<file path="config.mk">
export PLATFORM = sky130hd
export DESIGN_NAME = quadrature_pd_axis_drive
export DESIGN_NICKNAME = d
export VERILOG_FILES = /design/src/qpd_pkg.sv /design/src/qpd_power.sv /design/src/quadrature_pd_axis_drive.sv
export VERILOG_INCLUDE_DIRS = /design/src /design/src/src
export SDC_FILE = /design/constraint.sdc
export NUM_CORES = 2
export LEC_CHECK = 0
export BUFFER_PORTS_ARGS = -buffer_cell sky130_fd_sc_hd__buf_4
export CAP_MARGIN = 10
export CORE_MARGIN = 5
export CORE_UTILIZATION = 30
export CTS_CLUSTER_SIZE = 28
export DETAILED_ROUTE_END_ITERATION = 8
export GPL_TIMING_DRIVEN = 1
export PLACE_DENSITY = 0.46
export REMOVE_ABC_BUFFERS = 1
export SYNTH_ARGS = -nofsm -noshare
export SYNTH_HDL_FRONTEND = slang
export SYNTH_SLANG_ARGS = --single-unit
</file>
<file path="constraint.sdc">
create_clock -name aclk -period 28.8 [get_ports aclk]
set_input_delay 4.32 -clock aclk [delete_from_list [all_inputs] [get_ports aclk]]
set_output_delay 4.32 -clock aclk [all_outputs]
set_load 0.01 [all_outputs]
</file>
<file path="src/assert_macros.svh">
// Assertion macros for the RTL of the head drive.
`ifndef ASSERT_MACROS_SVH
`define ASSERT_MACROS_SVH

// Same-cycle implication, switched off while reset is held.
`define ASSERT_IMP(name, clk, rstn, ante, cons) \
    name: assert property (@(posedge clk) disable iff (!rstn) (ante) |-> (cons)) \
        else $error("same-cycle implication failed");

// Next-cycle implication, switched off while reset is held.
`define ASSERT_NEXT(name, clk, rstn, ante, cons) \
    name: assert property (@(posedge clk) disable iff (!rstn) (ante) |=> (cons)) \
        else $error("next-cycle implication failed");

`endif

</file>
<file path="src/qpd_pkg.sv">
// Package of the head drive: widths, register indexes, reset values and the gain bundle.
`timescale 1ns / 1ps
`default_nettype none

package qpd_pkg;

    // Default width of the tracked head positions.
    localparam int QPD_POS_BITS = 16;

    // Fixed field widths.
    localparam int TARGET_BITS = 16;
    localparam int POWER_BITS  = 8;
    localparam int MAG_BITS    = 7;
    localparam int GAIN_BITS   = 8;
    localparam int COUNT_BITS  = 8;

    // Configuration port.
    localparam int CFG_ADDR_BITS = 3;
    localparam int CFG_DATA_BITS = 8;

    localparam logic [CFG_ADDR_BITS-1:0] REG_KP_GAIN     = 3'd0;
    localparam logic [CFG_ADDR_BITS-1:0] REG_KD_GAIN     = 3'd1;
    localparam logic [CFG_ADDR_BITS-1:0] REG_MAX_POWER   = 3'd2;
    localparam logic [CFG_ADDR_BITS-1:0] REG_MIN_POWER   = 3'd3;
    localparam logic [CFG_ADDR_BITS-1:0] REG_STILL_LIMIT = 3'd4;

    // Register values after reset.
    localparam logic [GAIN_BITS-1:0]  KP_GAIN_RST     = 8'd86;
    localparam logic [GAIN_BITS-1:0]  KD_GAIN_RST     = 8'd218;
    localparam logic [MAG_BITS-1:0]   MAX_POWER_RST   = 7'd127;
    localparam logic [MAG_BITS-1:0]   MIN_POWER_RST   = 7'd18;
    localparam logic [COUNT_BITS-1:0] STILL_LIMIT_RST = 8'd100;

    // Gains and power limits used by the per-axis power law.
    typedef struct packed {
        logic [GAIN_BITS-1:0] kp;
        logic [GAIN_BITS-1:0] kd;
        logic [MAG_BITS-1:0]  max_pwr;
        logic [MAG_BITS-1:0]  min_pwr;
    } qpd_cfg_t;

endpackage

`default_nettype wire

</file>
<file path="src/qpd_power.sv">
// Per-axis PD power law: Q8 proportional minus damping term, then saturation to a motor power.
`timescale 1ns / 1ps
`default_nettype none

module qpd_power
    import qpd_pkg::*;
#(
    parameter int DELTA_BITS = QPD_POS_BITS + 1
) (
    input  wire logic signed [DELTA_BITS-1:0] delta,
    input  wire logic signed [DELTA_BITS-1:0] prev_delta,
    input  wire qpd_cfg_t                     cfg,
    output logic signed [POWER_BITS-1:0]      power
);

    localparam int DD_BITS   = DELTA_BITS + 1;
    localparam int PROD_BITS = DELTA_BITS + GAIN_BITS + 1;
    localparam int N_BITS    = PROD_BITS + 1;

    logic signed [DD_BITS-1:0]   dd;
    logic        [DD_BITS-1:0]   dd_abs;
    logic signed [PROD_BITS-1:0] prod_p;
    logic        [PROD_BITS-1:0] prod_d;
    logic signed [N_BITS-1:0]    n_val;
    logic        [N_BITS-1:0]    m_val;
    logic        [N_BITS-1:0]    max_q8;
    logic        [N_BITS-1:0]    min_q8;
    logic        [MAG_BITS-1:0]  mag;

    // Change of the error since the last tick, and its magnitude.
    always_comb begin
        dd     = DD_BITS'(delta) - DD_BITS'(prev_delta);
        dd_abs = dd[DD_BITS-1] ? DD_BITS'(-dd) : DD_BITS'(dd);
    end

    // Proportional and damping products, one multiplier each.
    always_comb begin
        prod_p = PROD_BITS'(delta) * PROD_BITS'($signed({1'b0, cfg.kp}));
        prod_d = PROD_BITS'(dd_abs) * PROD_BITS'(cfg.kd);
        n_val  = N_BITS'(prod_p) - $signed({1'b0, prod_d});
        m_val  = n_val[N_BITS-1] ? N_BITS'(-n_val) : N_BITS'(n_val);
    end

    // Saturation in Q8: cap first, then raise small nonzero values to the minimum.
    always_comb begin
        max_q8 = N_BITS'({cfg.max_pwr, 8'h00});
        min_q8 = N_BITS'({cfg.min_pwr, 8'h00});
        if (m_val > max_q8) begin
            mag = cfg.max_pwr;
        end else if ((n_val != '0) && (m_val < min_q8)) begin
            mag = cfg.min_pwr;
        end else begin
            mag = m_val[MAG_BITS+7:8];
        end
        power = n_val[N_BITS-1] ? -$signed({1'b0, mag}) : $signed({1'b0, mag});
    end

endmodule

`default_nettype wire

</file>
<file path="src/quadrature_pd_axis_drive.sv">
// Top level of the two-axis head drive: quadrature tracking, PD power and arrival detection.
`timescale 1ns / 1ps
`default_nettype none
`include "assert_macros.svh"

// Usage
// The slave channel takes one beat per item. s_tuser is the kind: 0 for an
// encoder sample (phases in s_tdata[3:0]), 1 for a control tick (targets in
// s_tdata[35:4]). Every beat yields exactly one beat on the master channel,
// carrying the powers, the arrival flag and the tracked positions; m_tuser
// is 1 when the powers come from a control tick.
// A result passes through both registers: the beat sits in the input
// register, then the position update, both products and the saturation are
// done in one pass into the output register, which drives m_tvalid.
// Throughput is one beat per cycle while the receiver does not stall; the
// state written by one beat is seen by the next.
// When the receiver stalls, the result waits in the output register and one
// further beat is still taken into the input register; after that s_tready
// falls until m_tready returns. Reset (aresetn low, synchronous) empties both
// registers, zeroes positions, phases, deltas and the stillness count, and
// restores the register defaults. The user must see that registers are
// written over the cfg port only while no beat is in flight; the block does not enforce it.
module quadrature_pd_axis_drive
    import qpd_pkg::*;
#(
    parameter int POS_BITS = QPD_POS_BITS
) (
    input  wire logic                     aclk,
    input  wire logic                     aresetn,
    // Configuration writes
    input  wire logic                     cfg_wr_en,
    input  wire logic [CFG_ADDR_BITS-1:0] cfg_addr,
    input  wire logic [CFG_DATA_BITS-1:0] cfg_wdata,
    // Input stream
    input  wire logic                     s_tvalid,
    output logic                          s_tready,
    // [3:0] encoder_bits, [19:4] target_x, [35:20] target_y, [39:36] zero
    input  wire logic [39:0]              s_tdata,
    // [0] kind
    input  wire logic                     s_tuser,
    // Result stream
    output logic                          m_tvalid,
    input  wire logic                     m_tready,
    // [7:0] power_x, [15:8] power_y, [16] arrived, [32:17] position_x,
    // [48:33] position_y, [55:49] zero
    output logic [55:0]                   m_tdata,
    // [0] drive_valid
    output logic                          m_tuser
);

    localparam int DELTA_BITS = ((POS_BITS > TARGET_BITS) ? POS_BITS : TARGET_BITS) + 1;

    // Quadrature phase codes in the forward order 10, 11, 01, 00.
    localparam logic [1:0] PH_10 = 2'b10;
    localparam logic [1:0] PH_11 = 2'b11;
    localparam logic [1:0] PH_01 = 2'b01;
    localparam logic [1:0] PH_00 = 2'b00;

    // Configuration registers.
    logic [GAIN_BITS-1:0]  kp_gain_reg;
    logic [GAIN_BITS-1:0]  kd_gain_reg;
    logic [MAG_BITS-1:0]   max_power_reg;
    logic [MAG_BITS-1:0]   min_power_reg;
    logic [COUNT_BITS-1:0] still_limit_reg;
    qpd_cfg_t              pwr_cfg;

    // Input register.
    logic                          in_valid_reg;
    logic                          in_valid_next;
    logic                          in_kind_reg;
    logic [3:0]                    in_enc_reg;
    logic signed [TARGET_BITS-1:0] in_tgt_x_reg;
    logic signed [TARGET_BITS-1:0] in_tgt_y_reg;

    // Tracking state.
    logic [POS_BITS-1:0]          head_x_reg, head_x_next;
    logic [POS_BITS-1:0]          head_y_reg, head_y_next;
    logic [1:0]                   phase_x_reg, phase_x_next;
    logic [1:0]                   phase_y_reg, phase_y_next;
    logic                         phase_seen_reg, phase_seen_next;
    logic signed [DELTA_BITS-1:0] prev_dx_reg, prev_dx_next;
    logic signed [DELTA_BITS-1:0] prev_dy_reg, prev_dy_next;
    logic [COUNT_BITS-1:0]        still_cnt_reg, still_cnt_next;

    // Output register.
    logic                  m_valid_reg, m_valid_next;
    logic                  out_drive_reg;
    logic [POWER_BITS-1:0] out_pwr_x_reg;
    logic [POWER_BITS-1:0] out_pwr_y_reg;
    logic                  out_arrived_reg;
    logic [15:0]           out_pos_x_reg;
    logic [15:0]           out_pos_y_reg;

    // Datapath.
    logic                         s_accept;
    logic                         advance;
    logic                         out_load;
    logic signed [DELTA_BITS-1:0] dx;
    logic signed [DELTA_BITS-1:0] dy;
    logic signed [POWER_BITS-1:0] raw_pwr_x;
    logic signed [POWER_BITS-1:0] raw_pwr_y;
    logic [COUNT_BITS-1:0]        cnt_step;
    logic                         still_over;
    logic                         at_target;
    logic [POWER_BITS-1:0]        res_pwr_x;
    logic [POWER_BITS-1:0]        res_pwr_y;
    logic                         res_arrived;

    // Forward step (decrement): the next code in the order 10, 11, 01, 00.
    function automatic logic is_forward(input logic [1:0] old_ph, input logic [1:0] cur_ph);
        return ((old_ph == PH_10) && (cur_ph == PH_11)) ||
               ((old_ph == PH_11) && (cur_ph == PH_01)) ||
               ((old_ph == PH_01) && (cur_ph == PH_00)) ||
               ((old_ph == PH_00) && (cur_ph == PH_10));
    endfunction

    // New position of one axis after an encoder sample.
    function automatic logic [POS_BITS-1:0] track(input logic [POS_BITS-1:0] head,
                                                  input logic [1:0] old_ph,
                                                  input logic [1:0] cur_ph,
                                                  input logic seen);
        logic [POS_BITS-1:0] res;
        if (seen && (old_ph == cur_ph)) begin
            res = head;
        end else if (seen && is_forward(old_ph, cur_ph)) begin
            res = head - POS_BITS'(1);
        end else begin
            res = head + POS_BITS'(1);
        end
        return res;
    endfunction

    // Handshake: the input register drains whenever the output register can take a result.
    assign advance  = !m_valid_reg || m_tready;
    assign s_tready = !in_valid_reg || advance;
    assign s_accept = s_tvalid && s_tready;
    assign out_load = in_valid_reg && advance;

    always_comb begin
        in_valid_next = in_valid_reg;
        if (s_accept) begin
            in_valid_next = 1'b1;
        end else if (advance) begin
            in_valid_next = 1'b0;
        end
        m_valid_next = m_valid_reg;
        if (out_load) begin
            m_valid_next = 1'b1;
        end else if (m_tready) begin
            m_valid_next = 1'b0;
        end
    end

    // Configuration writes; indexes beyond the list are ignored.
    always_ff @(posedge aclk) begin
        if (!aresetn) begin
            kp_gain_reg     <= KP_GAIN_RST;
            kd_gain_reg     <= KD_GAIN_RST;
            max_power_reg   <= MAX_POWER_RST;
            min_power_reg   <= MIN_POWER_RST;
            still_limit_reg <= STILL_LIMIT_RST;
        end else if (cfg_wr_en) begin
            unique case (cfg_addr)
                REG_KP_GAIN:     kp_gain_reg     <= cfg_wdata;
                REG_KD_GAIN:     kd_gain_reg     <= cfg_wdata;
                REG_MAX_POWER:   max_power_reg   <= cfg_wdata[MAG_BITS-1:0];
                REG_MIN_POWER:   min_power_reg   <= cfg_wdata[MAG_BITS-1:0];
                REG_STILL_LIMIT: still_limit_reg <= cfg_wdata;
                default: begin
                end
            endcase
        end
    end

    assign pwr_cfg = '{kp: kp_gain_reg, kd: kd_gain_reg,
                       max_pwr: max_power_reg, min_pwr: min_power_reg};

    // Errors against the target, both sides sign-extended.
    always_comb begin
        dx = DELTA_BITS'(in_tgt_x_reg) - DELTA_BITS'($signed(head_x_reg));
        dy = DELTA_BITS'(in_tgt_y_reg) - DELTA_BITS'($signed(head_y_reg));
    end

    qpd_power #(
        .DELTA_BITS (DELTA_BITS)
    ) u_power_x (
        .delta      (dx),
        .prev_delta (prev_dx_reg),
        .cfg        (pwr_cfg),
        .power      (raw_pwr_x)
    );

    qpd_power #(
        .DELTA_BITS (DELTA_BITS)
    ) u_power_y (
        .delta      (dy),
        .prev_delta (prev_dy_reg),
        .cfg        (pwr_cfg),
        .power      (raw_pwr_y)
    );

    // Stillness count, arrival and the retry drive when stuck away from the target.
    always_comb begin
        if ((raw_pwr_x == '0) && (raw_pwr_y == '0)) begin
            cnt_step = (still_cnt_reg == '1) ? still_cnt_reg : still_cnt_reg + COUNT_BITS'(1);
        end else begin
            cnt_step = '0;
        end
        still_over = cnt_step > still_limit_reg;
        at_target  = (dx == '0) && (dy == '0);
    end

    // Next state and result for the beat held in the input register.
    always_comb begin
        head_x_next     = head_x_reg;
        head_y_next     = head_y_reg;
        phase_x_next    = phase_x_reg;
        phase_y_next    = phase_y_reg;
        phase_seen_next = phase_seen_reg;
        prev_dx_next    = prev_dx_reg;
        prev_dy_next    = prev_dy_reg;
        still_cnt_next  = still_cnt_reg;
        res_pwr_x       = '0;
        res_pwr_y       = '0;
        res_arrived     = 1'b0;
        if (!in_kind_reg) begin
            head_x_next     = track(head_x_reg, phase_x_reg, in_enc_reg[1:0], phase_seen_reg);
            head_y_next     = track(head_y_reg, phase_y_reg, in_enc_reg[3:2], phase_seen_reg);
            phase_x_next    = in_enc_reg[1:0];
            phase_y_next    = in_enc_reg[3:2];
            phase_seen_next = 1'b1;
        end else begin
            prev_dx_next   = dx;
            prev_dy_next   = dy;
            still_cnt_next = cnt_step;
            res_pwr_x      = raw_pwr_x;
            res_pwr_y      = raw_pwr_y;
            if (still_over && at_target) begin
                res_arrived    = 1'b1;
                still_cnt_next = '0;
            end else if (still_over) begin
                res_pwr_x = {1'b0, max_power_reg};
                res_pwr_y = {1'b0, max_power_reg};
            end
        end
    end

    // Control and tracking state.
    always_ff @(posedge aclk) begin
        if (!aresetn) begin
            in_valid_reg   <= 1'b0;
            m_valid_reg    <= 1'b0;
            head_x_reg     <= '0;
            head_y_reg     <= '0;
            phase_x_reg    <= '0;
            phase_y_reg    <= '0;
            phase_seen_reg <= 1'b0;
            prev_dx_reg    <= '0;
            prev_dy_reg    <= '0;
            still_cnt_reg  <= '0;
        end else begin
            in_valid_reg <= in_valid_next;
            m_valid_reg  <= m_valid_next;
            if (out_load) begin
                head_x_reg     <= head_x_next;
                head_y_reg     <= head_y_next;
                phase_x_reg    <= phase_x_next;
                phase_y_reg    <= phase_y_next;
                phase_seen_reg <= phase_seen_next;
                prev_dx_reg    <= prev_dx_next;
                prev_dy_reg    <= prev_dy_next;
                still_cnt_reg  <= still_cnt_next;
            end
        end
    end

    // Payload registers of both stages.
    always_ff @(posedge aclk) begin
        if (s_accept) begin
            in_kind_reg  <= s_tuser;
            in_enc_reg   <= s_tdata[3:0];
            in_tgt_x_reg <= s_tdata[19:4];
            in_tgt_y_reg <= s_tdata[35:20];
        end
        if (out_load) begin
            out_drive_reg   <= in_kind_reg;
            out_pwr_x_reg   <= res_pwr_x;
            out_pwr_y_reg   <= res_pwr_y;
            out_arrived_reg <= res_arrived;
            out_pos_x_reg   <= 16'(head_x_next);
            out_pos_y_reg   <= 16'(head_y_next);
        end
    end

    assign m_tvalid = m_valid_reg;
    assign m_tuser  = out_drive_reg;
    assign m_tdata  = {7'd0, out_pos_y_reg, out_pos_x_reg, out_arrived_reg,
                       out_pwr_y_reg, out_pwr_x_reg};

    // Encoder-sample results carry no power and no arrival.
    `ASSERT_IMP(a_sample_quiet, aclk, aresetn, m_tvalid && !m_tuser, m_tdata[16:0] == '0)
    // An arrival restarts the stillness count.
    `ASSERT_NEXT(a_arrive_clears, aclk, aresetn, out_load && res_arrived, still_cnt_reg == '0)
    // A waiting result is not overwritten while the input register still holds a beat.
    `ASSERT_NEXT(a_hold_pending, aclk, aresetn, m_tvalid && !m_tready && in_valid_reg,
                 in_valid_reg && m_tvalid)

endmodule

`default_nettype wire

</file>
## Word-level counts from Yosys, hierarchy flattened

Index checks and enable logic that the tools add are counted.

- Flip-flop bits (word level): 206
- Bits of input ports: 57
- Word-level logic and storage cells: 148

- $add $sub $neg: 17
- $mul: 4
- Magnitude comparators: 5
- Equality and inequality tests: 19
- Muxes and demuxes: 28
- Bitwise operators: 1
- Reductions and logical operators: 49

Operators by type and width:

| kind | count |
|---|---|
| 16-bit 2-to-1 mux | 6 |
| 8-bit 2-to-1 mux | 9 |
| 27-bit by 15-bit greater-than comparator with 1-bit output | 2 |
| 27-bit by 15-bit < comparator with 1-bit output | 2 |
| 27-bit 2-to-1 mux | 2 |
| 27-bit negator | 2 |
| 27-bit nonzero test | 2 |
| 26-bit by 27-bit subtractor with 27-bit output | 2 |
| 17-bit by 9-bit multiplier with 26-bit output | 2 |
| 18-bit by 8-bit multiplier with 26-bit output | 2 |
| 18-bit 2-to-1 mux | 2 |
| 18-bit negator | 2 |
| 17-bit by 17-bit subtractor with 18-bit output | 2 |
| 17-bit zero test | 2 |
| 16-bit by 16-bit subtractor with 17-bit output | 2 |
| 16-bit by 1-bit adder with 16-bit output, second input constant | 2 |
| 16-bit by 1-bit subtractor with 16-bit output, second input constant | 2 |
| 7-bit 2-to-1 mux | 4 |
| 1-bit logical AND | 19 |
| 2-bit equality test, second input constant | 8 |
| 8-bit zero test | 2 |
| 7-bit negator with 8-bit output | 2 |
| 2-bit AND reduction | 7 |
| 8-bit by 1-bit adder with 8-bit output, second input constant | 1 |
| 14 further kinds | 35 |

## Depth between registers and ports, before layout

- Word-level depth: 20
- Depth in mapped cells: 114
- Depth with buffers taken out: 108

## Modules after synthesis

A second synthesis with hierarchy kept.

- Cell total of the unflattened synthesis: 4505
- Area total of the unflattened synthesis: 37940.1 um^2

By module, submodules not included:

| module | times used | cells an instance | area an instance (um^2) |
|---|---|---|---|
| qpd_power at u_power_x | 1 | 1664 | 13581.8 |
| qpd_power at u_power_y | 1 | 1655 | 13490.4 |
| quadrature_pd_axis_drive | 1 | 1186 | 10867.9 |

## Worst setup path after synthesis

No wires, ideal clock.

- Kind: flip-flop to flip-flop
- Start: register head_y_reg[1]
- End: register still_cnt_reg[1]
- Data arrival time: 20.949 ns
- Path slack: 7.724 ns
- Cell stages (with the launch flop): 104
- Clock period less this slack: 21.076 ns
- Path through: dfxtp_1 > inv_1 > ha_1 > nor2b_1 > o21ai_0 > a21boi_0 > o21ai_0 > a21boi_0 > o21ai_0 > a21boi_0 > o21ai_0 > nor2b_1 > xnor2_1 > clkbuf_1 > ha_1 > inv_1 > a21oi_1 > o21ai_0 > (+68 left out) > ha_1 > nor2b_1 > o21a_1 > o21ai_0 > nand2b_1 > a21oi_1 > nor2_1 > a211oi_1 > a21oi_1 > or3b_2 > nor4_1 > nand2_1 > or4_1 > nor4_1 > and4_1 > o31ai_1 > a32oi_1 > nor2_1

- Longest elaborated chain between the ends: 20
- Elaborated cells on any way between the ends: 25

Ends and longest elaborated chain:

| what | line | text |
|---|---|---|
| from (decl) | quadrature_pd_axis_drive.sv:77 | `logic [POS_BITS-1:0] head_y_reg, head_y_next;` |
| from (signal assigned) | quadrature_pd_axis_drive.sv:266 | `head_y_reg <= head_y_next;` |
| 16-bit by 16-bit subtractor with 17-bit output * | quadrature_pd_axis_drive.sv:181 | `dy = DELTA_BITS'(in_tgt_y_reg) - DELTA_BITS'($signed(head_y_reg));` |
| named net dy[9] | quadrature_pd_axis_drive.sv:99 | `logic signed [DELTA_BITS-1:0] dy;` |
| 17-bit by 17-bit subtractor with 18-bit output | qpd_power.sv:32 | `dd = DD_BITS'(delta) - DD_BITS'(prev_delta);` |
| 18-bit negator | qpd_power.sv:33 | `dd_abs = dd[DD_BITS-1] ? DD_BITS'(-dd) : DD_BITS'(dd);` |
| 18-bit 2-to-1 mux | qpd_power.sv:33 |  |
| 18-bit by 8-bit multiplier with 26-bit output | qpd_power.sv:39 | `prod_d = PROD_BITS'(dd_abs) * PROD_BITS'(cfg.kd);` |
| 26-bit by 27-bit subtractor with 27-bit output | qpd_power.sv:40 | `n_val = N_BITS'(prod_p) - $signed({1'b0, prod_d});` |
| 27-bit negator | qpd_power.sv:41 | `m_val = n_val[N_BITS-1] ? N_BITS'(-n_val) : N_BITS'(n_val);` |
| (+5 left out) | n/a |  |
| 7-bit negator with 8-bit output | qpd_power.sv:55 | `power = n_val[N_BITS-1] ? -$signed({1'b0, mag}) : $signed({1'b0, mag});` |
| 8-bit 2-to-1 mux | qpd_power.sv:55 |  |
| 8-bit zero test | quadrature_pd_axis_drive.sv:204 | `if ((raw_pwr_x == '0) && (raw_pwr_y == '0)) begin` |
| 1-bit logical AND | quadrature_pd_axis_drive.sv:204 |  |
| 8-bit 2-to-1 mux | quadrature_pd_axis_drive.sv:204 |  |
| 8-bit greater-than comparator | quadrature_pd_axis_drive.sv:209 | `still_over = cnt_step > still_limit_reg;` |
| 1-bit logical AND | quadrature_pd_axis_drive.sv:238 | `if (still_over && at_target) begin` |
| 8-bit 2-to-1 mux * | quadrature_pd_axis_drive.sv:238 |  |
| to (signal assigned) | quadrature_pd_axis_drive.sv:272 | `still_cnt_reg <= still_cnt_next;` |
| to (decl) | quadrature_pd_axis_drive.sv:83 | `logic [COUNT_BITS-1:0] still_cnt_reg, still_cnt_next;` |

Mark *: on every way through the listed nets, which the timed path passes. The rest lies on a longest branch.
A chain may end at the register's enable or synchronous reset.

## Worst setup path in the final report

- Start: register in_tgt_y_reg[0]
- End: register out_pwr_x_reg[1], data pin

- Longest elaborated chain between the ends: 20
- Elaborated cells on any way between the ends: 26

Ends and longest elaborated chain:

| what | line | text |
|---|---|---|
| from (decl) | quadrature_pd_axis_drive.sv:73 | `logic signed [TARGET_BITS-1:0] in_tgt_y_reg;` |
| from (signal assigned) | quadrature_pd_axis_drive.sv:283 | `in_tgt_y_reg <= s_tdata[35:20];` |
| 16-bit by 16-bit subtractor with 17-bit output * | quadrature_pd_axis_drive.sv:181 |  |
| named net dy[1] | quadrature_pd_axis_drive.sv:99 |  |
| 17-bit by 17-bit subtractor with 18-bit output | qpd_power.sv:32 |  |
| 18-bit negator | qpd_power.sv:33 |  |
| 18-bit 2-to-1 mux | qpd_power.sv:33 |  |
| 18-bit by 8-bit multiplier with 26-bit output | qpd_power.sv:39 |  |
| 26-bit by 27-bit subtractor with 27-bit output | qpd_power.sv:40 |  |
| 27-bit negator | qpd_power.sv:41 |  |
| (+5 left out) | n/a |  |
| 7-bit negator with 8-bit output | qpd_power.sv:55 |  |
| 8-bit 2-to-1 mux | qpd_power.sv:55 |  |
| 8-bit zero test | quadrature_pd_axis_drive.sv:204 |  |
| 1-bit logical AND | quadrature_pd_axis_drive.sv:204 |  |
| 8-bit 2-to-1 mux | quadrature_pd_axis_drive.sv:204 |  |
| 8-bit greater-than comparator | quadrature_pd_axis_drive.sv:209 |  |
| 8-bit 2-to-1 mux / 1-bit logical AND (equally long branches) | quadrature_pd_axis_drive.sv:241, quadrature_pd_axis_drive.sv:238 |  |
| 8-bit 2-to-1 mux * | quadrature_pd_axis_drive.sv:238 |  |
| to (signal assigned) | quadrature_pd_axis_drive.sv:287 | `out_pwr_x_reg <= res_pwr_x;` |
| to (decl) | quadrature_pd_axis_drive.sv:88 | `logic [POWER_BITS-1:0] out_pwr_x_reg;` |

Marks and branches as above.

==> metrics.md <==
| Metric | Value |
|---|---|
| Outcome | `finished clean` |
| Starting Density | `30.16%` |
| Nets | `5479` |
| Yosys warnings | `0` |
| Drt first pass iters | `5` |
| Placed instance count | `6220` |
| Final Skew | `45.54 ps` |
| Post-detailed-routing wire length | `105100 µm` |
| Post-synthesis cell count | `4580` |
| IO buf count | `104` |
| Final worst path period need | `25510 ps` |
| Top Family by Delay on Critical Path | `compound AO/OA/AOI/OAI gates` |
| Final setup fails | `0` |
| Final GP Congestion | `0.8443` |
| Unrepaired setup endpoints after global routing | `false` |
| Placed Area | `0.04054 mm²` |
| CTS resizes | `0` |
| Final Instance Area | `0.04134 mm²` |
| Post-synth EDFFs | `87` |
| Largest net degree at the start of global routing | `52` |
| CTS Hold Bufs | `0` |
| FP Rows | `130` |
| Startpoint types | `flop` |
| Ratio of cells with drive above 1 in the final layout | `6.109%` |
| Synth Flop Type | `dfxtp_1` |
| CTS root buffer | `clkbuf_16` |
| Die area | `0.1334 mm²` |
| Worst-skew pair later-pin latency | `610 ps` |
| Post-DRT Antenna Nets | `0` |
| Distinct cell type count after synthesis | `101` |
| Seq cells post-synth | `206` |
| Clock sink total | `206` |
| CTS H-tree depth | `1` |
| Core Box Area | `0.1256 mm²` |
| Slew @ Worst Pin | `1239 ps` |
| CP most frequent cell | `o21ai_0` |
| Syn Area/Cell | `8.268 µm²` |
| All-layer global routing usage | `15.93%` |
| Hold Fails Final Rpt | `0` |
| # DRC | `0` |
| Crit path arrival time | `25830 ps` |
| Vias in the first global route | `30140` |
| Commonest non-fill, non-tap cell in the layout | `inv_1` |
| Die height | `365.3 µm` |
| Crit Path Max Fanout | `26` |
| First-pass GRT wire length | `171800 µm` |
| Clk slew on worst S/H paths | `70 ps` |
| Async set-reset flop share out of synthesis | `0%` |
| Fin cells | `6269` |
| Wire per inst | `16.77 µm` |
| CP max stage delay | `960 ps` |
| Routed vias | `29900` |
| Initial DRC count | `1531` |
| GR Overflow Total | `0` |
| Slowest-stage cell, CP | `o21ai_0` |
| WP data required | `29120 ps` |
| Setup Buffers After CTS | `0` |
| Endpoint class of the critical path | `flop` |
| # IOs | `116` |
| Worst rel slew slack | `16.51%` |
| Critical path class | `reg2reg` |
| Final Cycle Share | `88.58%` |
| Area Overhead vs Synth | `9.162%` |
| Syn Std Cell Area | `0.03787 mm²` |
| Max Slew Vio Count | `0` |
| Hold WC Path Type | `reg2reg` |
| Fin Setup TNS | `0 ps` |
| Initial antenna violation count | `8` |
| Post-DR vias/cell | `4.770` |
| Die width | `365.3 µm` |
| Longest Clk Path Bufs | `3` |
| Cts bufs inserted | `25` |
| CP Buf/Inv Count | `9` |
| Max-cap viol count | `0` |
| Sequential area share after synthesis | `13.19%` |
| CTS tree | `yes` |
| Fmax | `39.20 MHz` |
| Hpwl dp | `84770 µm` |
| Most frequent cells in the layout | `767 x inv_1, 474 x fa_1, 451 x nand2_1` |
logic make-up (layout without fill, tap and decap cells):
group                    count (synthesis)  in the layout  share of synthesized area (%)
flip-flops                             206            206                          13.19
XOR/XNOR                               203            203                          4.768
adder cells (fa/ha/maj)                825            825                          36.65
AND/OR/NAND/NOR                       1537           1537                          20.99
buffers and inverters                  960            990                          9.631
multiplexers                            23             23                         0.6343
AO/OA/AOI/OAI                          825            825                          14.12
other                                    1             10                       0.009903
through the flow:
stage | utilization (%) | hold WS [ps] | worst slack (ps)
floorplan | - | 436.3 | 7623
finish | 32.92 | 451.5 | 3290
CTS | 32.91 | 455.8 | 3212
global placement | 32.29 | 442.2 | 3533
detailed placement | 32.29 | 446.7 | 3387
global route | 32.91 | 474.6 | 808.5
path summary, 6_finish.rpt:
path | from | endpoint | slack (ps) | cells past startpoint
worst max-delay path | in_tgt_y_reg[0] | out_pwr_x_reg[1] | 3290 | 103
worst min register to register | prev_dx_reg[8] | prev_dx_reg[8] | 450 | 2
worst min-delay path | prev_dx_reg[8] | prev_dx_reg[8] | 450 | 2
worst max register to register | in_tgt_y_reg[0] | out_pwr_x_reg[1] | 3290 | 103
synthesized netlist by cell type (all sizes together) (15+ instances only):
| library cell | n | area (µm²) |
|---|---|---|
| inv | 769 | 2887 |
| fa | 474 | 9489 |
| nand2 | 452 | 1697 |
| ha | 351 | 4392 |
| a21oi | 251 | 1260 |
| and2 | 232 | 1451 |
| nor2b | 228 | 1434 |
| nor2 | 203 | 769.5 |
| o21ai | 179 | 895.9 |
| clkbuf | 171 | 641.9 |
| xnor2 | 137 | 1200 |
| dfxtp | 119 | 2382 |
| edfxtp | 87 | 2613 |
| nand3 | 86 | 430.4 |
| nor3 | 73 | 370.4 |
| nand2b | 71 | 444.2 |
| a21o | 69 | 518.0 |
| xor2 | 64 | 560.5 |
| o21a | 40 | 300.3 |
| a21boi | 34 | 255.3 |
| a211oi | 32 | 245.2 |
| and3 | 32 | 205.2 |
| o211ai | 31 | 242.7 |
| or3 | 31 | 193.9 |
| nor4 | 28 | 193.9 |
| nand4 | 27 | 175.2 |
| a31oi | 24 | 150.1 |
| buf | 20 | 118.9 |
| mux2i | 18 | 180.2 |
| o21bai | 17 | 131.4 |
| or2 | 15 | 93.84 |
routing by layer:
metal	up-vias	wire [µm]	global-route usage [%]
li1	14970	-	-
met1	14450	53750	23.90
met2	413	45970	25.24
met3	70	3859	1.487
met4	2	1526	2.695
met5	-	9	0
worst reg2reg max path: cells and delay by family, from the launching register on:
kind / cells / cell delay, ps
compound gates: 47 / 10000
fa+ha+maj: 17 / 7030
simple gates: 27 / 5990
buf+inv: 9 / 920
xor+xnor: 2 / 540
mux: 1 / 420
flops: 1 / 330
layout make-up:
cell class / count / area (µm²)
fillers: 13380 / 84230
flip-flops and latches: 206 / 5001
clock buffers: 31 / 648.1
multi-input cells: 3420 / 29280
clock inverters: 15 / 138.9
repair buffers: 175 / 1314
diodes: 3 / 7.507
well taps: 1650 / 2064
inverters: 769 / 2889
Power is not shown: default switching activity piles up to over one toggle a cycle in this logic, so the estimate is an artifact.
